[src/flca_pkg.sv]
`timescale 1ns / 1ps
`default_nettype none
// ----------------------------------------------------------------------------
// flca_pkg
// Shared codes, constants and controller/datapath interface structs.
// ----------------------------------------------------------------------------
package flca_pkg;

	localparam int OP_W     = 3;
	localparam int POS_W    = 31;
	localparam int ST_W     = 2;
	localparam int IDX_W    = 6;
	localparam int AID_W    = 16;
	localparam int TOL_W    = 10;
	localparam int MIN_W    = 7;
	localparam int SCORE_W  = 6;
	localparam int CFG_IX_W = 2;
	localparam int CFG_D_W  = 10;

	localparam logic [OP_W-1:0] OP_CLEAR   = 3'd0;
	localparam logic [OP_W-1:0] OP_APPEND_A = 3'd1;
	localparam logic [OP_W-1:0] OP_APPEND_B = 3'd2;
	localparam logic [OP_W-1:0] OP_COMPUTE = 3'd3;
	localparam logic [OP_W-1:0] OP_FETCH   = 3'd4;

	localparam logic [ST_W-1:0] ST_OK       = 2'd0;
	localparam logic [ST_W-1:0] ST_MAP_FULL = 2'd1;
	localparam logic [ST_W-1:0] ST_NO_ALIGN = 2'd2;

	localparam logic [CFG_IX_W-1:0] CFG_TOLERANCE = 2'd0;
	localparam logic [CFG_IX_W-1:0] CFG_MIN_SCORE = 2'd1;

	localparam logic [TOL_W-1:0]   TOL_RESET   = 10'd100;
	localparam logic [MIN_W-1:0]   MIN_RESET   = 7'd2;
	localparam logic [SCORE_W-1:0] SCORE_MAX   = 6'd63;
	localparam logic [11:0]        PERMILLE    = 12'd1000;

	// controller -> datapath
	typedef struct packed {
		logic accept;
		logic cmp_rd;
		logic cmp_dif;
		logic cmp_m1;
		logic cmp_m2;
		logic cmp_wr;
		logic cmp_zero;
		logic sweep_init;
		logic scan_init;
		logic scan_rd;
		logic scan_dec;
		logic stp_rd;
		logic stp_eval;
		logic resp_load;
	} cmd_t;

	// datapath -> controller
	typedef struct packed {
		logic in_region;
		logic sweep_last;
		logic scan_empty;
		logic scan_last;
		logic scan_hit;
		logic path_active;
		logic out_free;
	} sts_t;

endpackage
`default_nettype wire

[src/flca_ctrl.sv]
`timescale 1ns / 1ps
`default_nettype none
// ----------------------------------------------------------------------------
// flca_ctrl
// Sequencer: item decode, matrix sweep, max scan, path step, response.
// ----------------------------------------------------------------------------
module flca_ctrl (
	input  wire logic                        clk,
	input  wire logic                        arst_n,
	input  wire logic                        in_valid,
	output logic                             in_ready,
	input  wire logic [flca_pkg::OP_W-1:0]   op,
	input  wire flca_pkg::sts_t              sts,
	output flca_pkg::cmd_t                   cmd
);

	localparam logic [3:0] S_IDLE = 4'd0;
	localparam logic [3:0] S_CRD  = 4'd1;
	localparam logic [3:0] S_CDIF = 4'd2;
	localparam logic [3:0] S_CM1  = 4'd3;
	localparam logic [3:0] S_CM2  = 4'd4;
	localparam logic [3:0] S_CWR  = 4'd5;
	localparam logic [3:0] S_SRD  = 4'd6;
	localparam logic [3:0] S_SEND = 4'd7;
	localparam logic [3:0] S_SDEC = 4'd8;
	localparam logic [3:0] S_PRD  = 4'd9;
	localparam logic [3:0] S_PEV  = 4'd10;
	localparam logic [3:0] S_RESP = 4'd11;

	logic [3:0] state_q, state_d;
	logic       init_q;     // reset clearing sweep in progress

	assign in_ready = (state_q == S_IDLE);

	always_comb begin
		cmd     = '0;
		state_d = state_q;
		unique case (state_q)
			S_IDLE: begin
				if (in_valid) begin
					cmd.accept = 1'b1;
					unique case (op)
						flca_pkg::OP_COMPUTE: begin
							cmd.sweep_init = 1'b1;
							state_d        = S_CRD;
						end
						flca_pkg::OP_FETCH: begin
							if (sts.path_active) begin
								state_d = S_PRD;
							end else begin
								cmd.scan_init = 1'b1;
								state_d       = sts.scan_empty ? S_SDEC : S_SRD;
							end
						end
						default: state_d = S_RESP;
					endcase
				end
			end
			S_CRD: begin
				if (sts.in_region) begin
					cmd.cmp_rd = 1'b1;
					state_d    = S_CDIF;
				end else begin
					cmd.cmp_zero = 1'b1;
					if (sts.sweep_last) begin
						state_d = init_q ? S_IDLE : S_RESP;
					end
				end
			end
			S_CDIF: begin
				cmd.cmp_dif = 1'b1;
				state_d     = S_CM1;
			end
			S_CM1: begin
				cmd.cmp_m1 = 1'b1;
				state_d    = S_CM2;
			end
			S_CM2: begin
				cmd.cmp_m2 = 1'b1;
				state_d    = S_CWR;
			end
			S_CWR: begin
				cmd.cmp_wr = 1'b1;
				if (sts.sweep_last) begin
					state_d = init_q ? S_IDLE : S_RESP;
				end else begin
					state_d = S_CRD;
				end
			end
			S_SRD: begin
				cmd.scan_rd = 1'b1;
				if (sts.scan_last) begin
					state_d = S_SEND;
				end
			end
			S_SEND: state_d = S_SDEC;
			S_SDEC: begin
				cmd.scan_dec = 1'b1;
				state_d      = sts.scan_hit ? S_PRD : S_RESP;
			end
			S_PRD: begin
				cmd.stp_rd = 1'b1;
				state_d    = S_PEV;
			end
			S_PEV: begin
				cmd.stp_eval = 1'b1;
				state_d      = S_RESP;
			end
			S_RESP: begin
				if (sts.out_free) begin
					cmd.resp_load = 1'b1;
					state_d       = S_IDLE;
				end
			end
			default: state_d = S_IDLE;
		endcase
	end

	always_ff @(posedge clk or negedge arst_n) begin
		if (!arst_n) begin
			state_q <= S_CRD;
			init_q  <= 1'b1;
		end else begin
			state_q <= state_d;
			if (state_q != state_d && state_d == S_IDLE) begin
				init_q <= 1'b0;
			end
		end
	end

endmodule
`default_nettype wire

[config.mk]
export PLATFORM = sky130hd
export DESIGN_NAME = flca_ctrl
export DESIGN_NICKNAME = d
export VERILOG_FILES = /design/src/flca_pkg.sv /design/src/flca_ctrl.sv
export SDC_FILE = /design/constraint.sdc
export NUM_CORES = 1
export LEC_CHECK = 0
export BUFFER_PORTS_ARGS = -buffer_cell sky130_fd_sc_hd__buf_2
export CAP_MARGIN = 15
export CORE_UTILIZATION = 38
export CTS_BUF_LIST = sky130_fd_sc_hd__clkbuf_16
export CTS_CLUSTER_SIZE = 14
export DETAILED_ROUTE_END_ITERATION = 12
export PLACE_DENSITY = 0.73
export SLEW_MARGIN = 40
export SYNTH_ARGS = -nofsm -noshare
export SYNTH_HDL_FRONTEND = slang
export SYNTH_SLANG_ARGS = --single-unit
[constraint.sdc]
create_clock -name clk -period 1.6 [get_ports clk]
set_input_delay 0.16 -clock clk [delete_from_list [all_inputs] [get_ports clk]]
set_output_delay 0.16 -clock clk [all_outputs]
set_load 0.005 [all_outputs]
**Word-level counts from Yosys, hierarchy flattened**

Cells that the tools add are included.

- Bitwise gates (word level): 0
- Order comparisons: 0
- Mux-type cells: 33
- $add $sub $neg: 0
- Shifts and indexed selects: 0
- Reduce and logical (&&, ||, !) cells: 3
- Multiply operators: 0
- Equal/unequal tests: 14
- Div/mod/pow operators: 0

Operators with widths:

| cell | number |
|---|---|
| $pmux 4 s12 | 1 |
| $mux 4 | 9 |
| $mux 1 | 19 |
| $eq 4x3->1 const B | 4 |
| $eq 4x4->1 const B | 4 |
| $eq 4x2->1 const B | 2 |
| $logic_not 4->1 | 2 |
| $pmux 4 s2 | 1 |
| $mux 2 | 3 |
| $eq 4x1->1 const B | 1 |
| $ne 4x4->1 | 1 |
| $eq 3x2->1 const B | 1 |
| $eq 3x3->1 const B | 1 |
| $logic_and 1x1->1 | 1 |

- Output and inout bits: 15
- Memories kept: 0
- Memory bits (read-only): 0
- Register bits: 5
- Bits in latches: 0
- Bits in writable memories: 0
- Logic and storage cells: 52
- Input port bits: 13

**Logic depth before layout (Yosys ltp)**

Gate-level depths: netlist of the first run.

- Depth in word-level cells: 7
- Mapped depth: 6
- Mapped depth without buffers: 6

**Worst setup path before layout of the first run**

OpenSTA, ideal clock, no wires.

- Path type: reg-to-reg
- From: reg state_q[0]
- To: reg init_q
- Period minus slack after synthesis: 1577 ps
- Arrival time: 1495 ps
- Stages on the path, launching flop included: 7
- Path slack: 23 ps
- Path buffers: 0
- Library setup time: 82 ps
- Required time: 1518 ps
- Cells stage by stage: dfstp_2 nor2_2 nand2_2 inv_2 and3_4 a2111o_1 o31a_1

- Elaborated cells between the ends (all ways): 21
- Classes of those cells: eq/ne (12); mux (6); reduce/logical (3)

RTL lines:

| item | RTL line | RTL |
|---|---|---|
| from (decl) | flca_ctrl.sv:30 | `logic [3:0] state_q, state_d;` |
| from (signal assigned) | flca_ctrl.sv:124 | `state_q <= state_d;` |
| $logic_not 4->1 * | - |  |
| net in_ready | flca_ctrl.sv:11 | `output logic in_ready,` |
| $pmux 4 s12 * | flca_ctrl.sv:38 | `unique case (state_q)` |
| net state_d[1] | flca_ctrl.sv:30 |  |
| $ne 4x4->1 / $logic_not 4->1 (equally long branches) | flca_ctrl.sv:125 | `if (state_q != state_d && state_d == S_IDLE) begin` |
| $logic_and 1x1->1 * | flca_ctrl.sv:125 |  |
| to (signal assigned) | flca_ctrl.sv:122 | `init_q <= 1'b1;` |
| to (signal assigned) | flca_ctrl.sv:126 | `init_q <= 1'b0;` |
| to (decl) | flca_ctrl.sv:31 | `logic init_q;` |

Mark *: on every way through the listed nets, which the timed path passes. The rest lies on a longest branch.
A chain may end at the register's enable or synchronous reset.

==> results of run 1 <==
==> worst min path at each step <==
stage | start | end | slack (ns) | depth (start not counted)
after global routing | sts[4] | state_q[2]$_DFF_PN0_ | 0.27 | 3
after detailed placement | arst_n | state_q[3]$_DFF_PN0_ | -0.02 | 1
after floorplan | arst_n | state_q[1]$_DFF_PN0_ | -0.14 | 0
after CTS | sts[4] | state_q[3]$_DFF_PN0_ | 0.23 | 3
final | sts[4] | state_q[2]$_DFF_PN0_ | 0.26 | 3
after global placement | arst_n | state_q[2]$_DFF_PN0_ | -0.02 | 1
==> layer usage <==
layer | share of wire (%) | GRT usage (%) | up-vias
li1 | - | - | 323
met1 | 38 | 29.0 | 290
met2 | 50 | 49.6 | 45
met3 | 8.8 | 5.81 | 7
met4 | 3.2 | 14.7 | 0
met5 | 0 | 0 | -
==> sequential cells by signal, summed over array words and instances, names as in the netlist <==
register	count
state_q	4
init_q	1
==> through the flow <==
step / total power [W] / TNS (ns) / area, µm² / utilization, % / setup slack (ns)
2_1_floorplan: 0.000762 / 0 / 505 / - / 0.0234
3_3_place_gp: 0.00107 / -0.0216 / 706 / 60.3 / -0.0216
3_5_place_dp: 0.00108 / -0.0700 / 706 / 60.3 / -0.0700
4_1_cts: 0.00158 / -0.110 / 821 / 70.1 / -0.0553
5_1_grt: 0.00175 / -0.312 / 842 / 71.9 / -0.109
6_report: 0.00164 / -0.128 / 842 / 71.9 / -0.0652
==> cell type report <==
cell class | count | area (µm²) | share of cell area [%]
multi-input combinational | 59 | 382 | 45.3
timing repair buffer | 39 | 231 | 27.5
sequential | 5 | 129 | 15.3
clock buffer | 3 | 75.1 | 8.92
tap | 14 | 17.5 | 2.08
clock inverter | 1 | 3.75 | 0.446
inverter | 1 | 3.75 | 0.446
==> Yosys cell counts <==
library cell / n / area share [%]
o21a_1: 1 / 1.5
or4_1: 1 / 1.5
nor2b_1: 5 / 6.2
a21boi_1: 1 / 1.5
a2111o_1: 1 / 2.2
a21oi_1: 5 / 4.9
nor2_1: 9 / 6.7
nand2_1: 4 / 3.0
a311oi_1: 1 / 1.7
inv_2: 1 / 0.74
nand3_1: 2 / 2.0
o221ai_1: 1 / 1.7
nand2b_1: 7 / 8.7
nor4_1: 1 / 1.2
dfrtp_1: 3 / 15
mux2_2: 1 / 2.2
dfstp_2: 2 / 10
nand4_1: 1 / 1.2
buf_2: 4 / 4.0
o21ai_1: 1 / 0.99
and2_1: 1 / 1.2
nand2_2: 1 / 1.2
nor2_2: 1 / 1.2
o21ai_0: 2 / 2.0
and3_1: 1 / 1.2
o31a_1: 1 / 1.7
nor3b_2: 1 / 2.5
and3_4: 1 / 2.2
nand3b_1: 3 / 4.5
nor3_1: 5 / 4.9
==> logic make-up (layout without fill, tap and decap cells) <==
group	after synthesis	in the layout	share of synthesized area (%)
AO/OA/AOI/OAI	14	14	18.3
buffers and inverters	5	44	4.70
flip-flops	5	5	25.2
multiplexers	1	1	2.23
AND/OR/NAND/NOR	44	44	49.5
==> repair_timing <==
action	4_1_cts	5_1_grt
setup endpoints to repair	3	6
resized for setup	3	7
hold buffers	1	0
pin swaps	3	2
endpoints found under the hold margin	5	0
setup buffers	2	0
==> tightest hold or removal path, cell delays in order <==
cell and delay, ns:
buf_2 0.10, or4_1 0.12, a21oi_2 0.07
==> power by group through the flow <==
stage	clock, W	sequential, W	combinational, W
2_1_floorplan	0	0.000230	0.000532
3_3_place_gp	0	0.000253	0.000818
3_5_place_dp	0	0.000255	0.000829
4_1_cts	0.000415	0.000255	0.000910
5_1_grt	0.000423	0.000276	0.00105
6_report	0.000415	0.000265	0.000959
==> run metrics, run 1 <==
status finished, violations left; failing checks negative setup slack; final hold viol count 0; Sw Ratio slightly below 40%; CP max-delay cell dfstp_2; Synth Area per Inst roughly 7.3 µm²; Critical Path, Cell by Cell nor2_2 > nand2_2 > inv_2 > buf_6 > and2_4 > nor2b_1 > buf_2; Synth-to-Final Area Change 66.6%; power share of the sequential group 16.2%; r2r startpoint state_q[0]$_DFF_PN1_; Hold/Removal Path Class in -> reg; Antenna diodes 0; Gate power share ~59%; FMAX roughly 600 MHz; GRT Resource Usage Total 27.3%; max_cap viols 0; CP required 1.44 ns; peak supply drop 0.970 mV; CTS buffer count 3; worst path arrival time around 1.5 ns; htree depth 1; clock sinks 5; nets approximately 120; Min Clock Period, post-route 1.67 ns; share of layout cells above drive strength 1 53.7%; Detail Route Antenna Nets 0; Initial Utilization between 40% and 50%; Core Area between 1000 and 1500 µm²; largest net degree at the start of global routing 11; Max Slew Vio Count 0; Crit Path Category reg -> out; Synth warnings 0; Routed WL approximately 1700 µm; Pre-Repair DR Iteration Count 4; most frequent cells in the layout buf_2 (27), buf_4 (10), nor2_1 (7), nand2b_1 (7); post-synth net total 82; IO Pins 28; CP endpoint cmd[6]; Worst setup SP type register; sw power ~0.00065 W; delay of the slowest critical-path stage roughly 0.6 ns; Clock Root Buffer clkbuf_16; Tcrit/Tclk final 104%; CP Capture Type output pin; Syn Inst Count between 60 and 70; placed wire-length estimate about 1200 µm; Inst Count DP between 100 and 150; Clock power frac 25.3%; initial antenna violation count 0; register area share after synthesis between 20% and 30%; Int Pwr about 0.00099 W; TritonCTS clock tree done; GP Congestion around 0.9; Reg2Reg Capture Point init_q$_DFFE_PN1P_; CP bufs+invs 3; crit-path max FO 8; transition time at the pin with the least slew margin between 0.2 and 0.3 ns; final std cells w/o fill roughly 120; most common cell after layout, fill and taps aside buf_2; worst reg-to-reg setup slack -0.06 ns; Leak 0.415 nW; worst setup path start state_q[0]$_DFF_PN1_; Fill cells between 100 and 150; Slew HR around four fifths; Port Buffers 27; Synth Cell Area a little over 500 µm²; vias in the first global route 650; final setup fails 2; Clock Latency Late Sink around 0.23 ns; total number of vias 665; Reg clk slew, reported paths around 0.03 ns; hold slack approximately 0.26 ns; clk_skew 0.00129 ns; RSZ-0062 raised after global routing true; stages on the worst setup path 7; Longest Clk Path Bufs 2; first-pass GRT wire length between 2000 and 3000 µm; pwr dens 1950 nW/µm²; initial DRC count 21; vias per inst about 5.5; die extent in y between 30 and 40 µm; grt ovf 0; DR WL/cell between 10 and 15 µm; row cnt 12; Yosys cell types 30; Synth Register Bits 5; R2R depth 6; die area 1480 µm²; Die X-Extent 38.5 µm; final worst slack -0.0652 ns; DR DRC count 0; crit-path leading delay family flip-flops
Power figures use the tool's default switching activity.
==> inputs of run 2 (changes only) <==
BUFFER_PORTS_ARGS = -buffer_cell sky130_fd_sc_hd__buf_4   (was -buffer_cell sky130_fd_sc_hd__buf_2)
==> run metrics, run 2 (synthesis gave the netlist of run 1 again) <==
status finished, violations left; failing checks negative setup slack; Post-DP Area 766 µm²; Reg clk slew, reported paths 0.03 ns; Port Buffers 27; peak supply drop 1.32 mV; clk_skew between 0.0006 and 0.0007 ns; Hold/Removal Path Class in -> reg; row cnt 12; Longest Clk Path Bufs 2; Antenna diodes 0; CP required between 1 and 1.5 ns; nets 121; Core Area ~1200 µm²; GP Congestion just under 0.9; CP max-delay cell dfstp_2; Int Pwr between 0.001 and 0.0015 W; largest reg by FF count state_q; initial DRC count 21; Min Clock Period, post-route about 1.6 ns; transition time at the pin with the least slew margin about 0.29 ns; Critical Path, Cell by Cell nor2_2 > nand2_2 > inv_2 > buf_4 > and2_4 > nor2b_4 > buf_6; Clock Latency Late Sink ~0.22 ns; vias in the first global route about 630; Tcrit/Tclk final 103%; Worst setup SP type register; most frequent cells in the layout buf_4 (36), nor2_1 (7), nand2b_1 (6); Routed WL approximately 1800 µm; largest net degree at the start of global routing 12; htree depth 1; final worst slack -0.0421 ns; final hold viol count 0; final std cells w/o fill approximately 120; Gate power share ~60%; share of layout cells above drive strength 1 between 50% and 60%; Regs by FF count state_q (4), init_q (1); final setup fails 3; Slew HR about four fifths; die extent in y a little under 40 µm; DR WL/cell between 10 and 15 µm; Sw Ratio approximately 39%; vias per inst 5.62; pwr dens around 1900 nW/µm²; CP Capture Type output pin; clock sinks 5; first-pass GRT wire length ~2800 µm; Initial Utilization between 40% and 50%; Leak 0.422 nW; CTS buffer count 3; crit-path max FO 6; die area about 1500 µm²; Crit Path Category reg -> out; grt ovf 0; Clock power frac 23.7%; cell area after layout between 900 and 1000 µm²; placed wire-length estimate about 1300 µm; Inst Count DP roughly 110; power share of the sequential group about 17%; DR DRC count 0; Clock Root Buffer clkbuf_16; Max Slew Vio Count 0; Detail Route Antenna Nets 0; IO Pins 28; most common cell after layout, fill and taps aside buf_4; sw power between 0.0006 and 0.0007 W; GRT Resource Usage Total roughly 28%; setup TNS -0.0791 ns; FMAX about 600 MHz; TritonCTS clock tree done; total number of vias just under 700; max_cap viols 0; initial antenna violation count 0; Synth-to-Final Area Change 79.7%; Pre-Repair DR Iteration Count 4; RSZ-0062 raised after global routing true; worst path arrival time 1.48 ns; max FFs per register 4; delay of the slowest critical-path stage a little under 0.6 ns; Die X-Extent just under 40 µm
-- run 2: layout make-up --
cell class | instances | area, µm²
well taps | 14 | 17.5
fillers | 86 | 263
clock buffers | 3 | 75.1
clock inverters | 1 | 3.75
repair buffers | 38 | 292
inverters | 1 | 3.75
multi-input cells | 59 | 387
flip-flops and latches | 5 | 130
-- run 2: worst paths after layout --
kind	cells past startpoint	slack, ns	startpoint	endpoint
worst max-delay path	7	-0.04	state_q[0]$_DFF_PN1_	cmd[6]
worst min-delay path	3	0.22	sts[4]	state_q[3]$_DFF_PN0_
worst max register to register	6	-0.03	state_q[0]$_DFF_PN1_	init_q$_DFFE_PN1P_
worst min register to register	1	0.47	init_q$_DFFE_PN1P_	init_q$_DFFE_PN1P_
max in group asynchronous	2	1.13	arst_n	state_q[0]$_DFF_PN1_
min in group asynchronous	2	0.28	arst_n	state_q[3]$_DFF_PN0_
-- run 2: worst max-delay path, delay by kind of cell, from the launching register on --
family                 cells  cell delay [ns]
flip-flops                 1             0.58
buffers and inverters      3             0.29
AND/OR/NAND/NOR            4             0.39
-- run 2: what timing repair did --
action | 4_1_cts | 5_1_grt
pin swaps | 5 | 4
hold buffers | 1 | 0
resized for setup | 4 | 6
endpoints found under the setup margin | 4 | 9
hold endpoints to repair | 5 | 0
setup buffers | 2 | 0
-- run 2: layer usage --
| layer | routed length (µm) | track usage, % | vias to the layer above |
|---|---|---|---|
| met3 | 117 | 8.72 | 0 |
| met4 | 0 | 5.17 | 0 |
| li1 | - | - | 324 |
| met1 | 699 | 30.1 | 321 |
| met2 | 984 | 53.8 | 35 |
| met5 | 0 | 0 | - |
-- run 2: stage by stage --
step	power, W	worst slack [ns]	hold WS (ns)	utilization, %
floorplan	0.000762	0.0234	-0.136	-
finish	0.00170	-0.0421	0.216	77.6
CTS	0.00161	-0.0480	0.218	75.9
global placement	0.00112	-0.0269	-0.0376	65.4
global route	0.00179	-0.0884	0.242	77.6
detailed placement	0.00114	-0.0785	-0.0360	65.4
-- run 2: power groups by stage --
| stage | sequential [W] | combinational [W] | clock (W) |
|---|---|---|---|
| floorplan | 0.000230 | 0.000532 | 0 |
| global placement | 0.000265 | 0.000857 | 0 |
| detailed placement | 0.000267 | 0.000877 | 0 |
| CTS | 0.000260 | 0.000950 | 0.000400 |
| global route | 0.000292 | 0.00108 | 0.000416 |
| finish | 0.000284 | 0.00101 | 0.000402 |
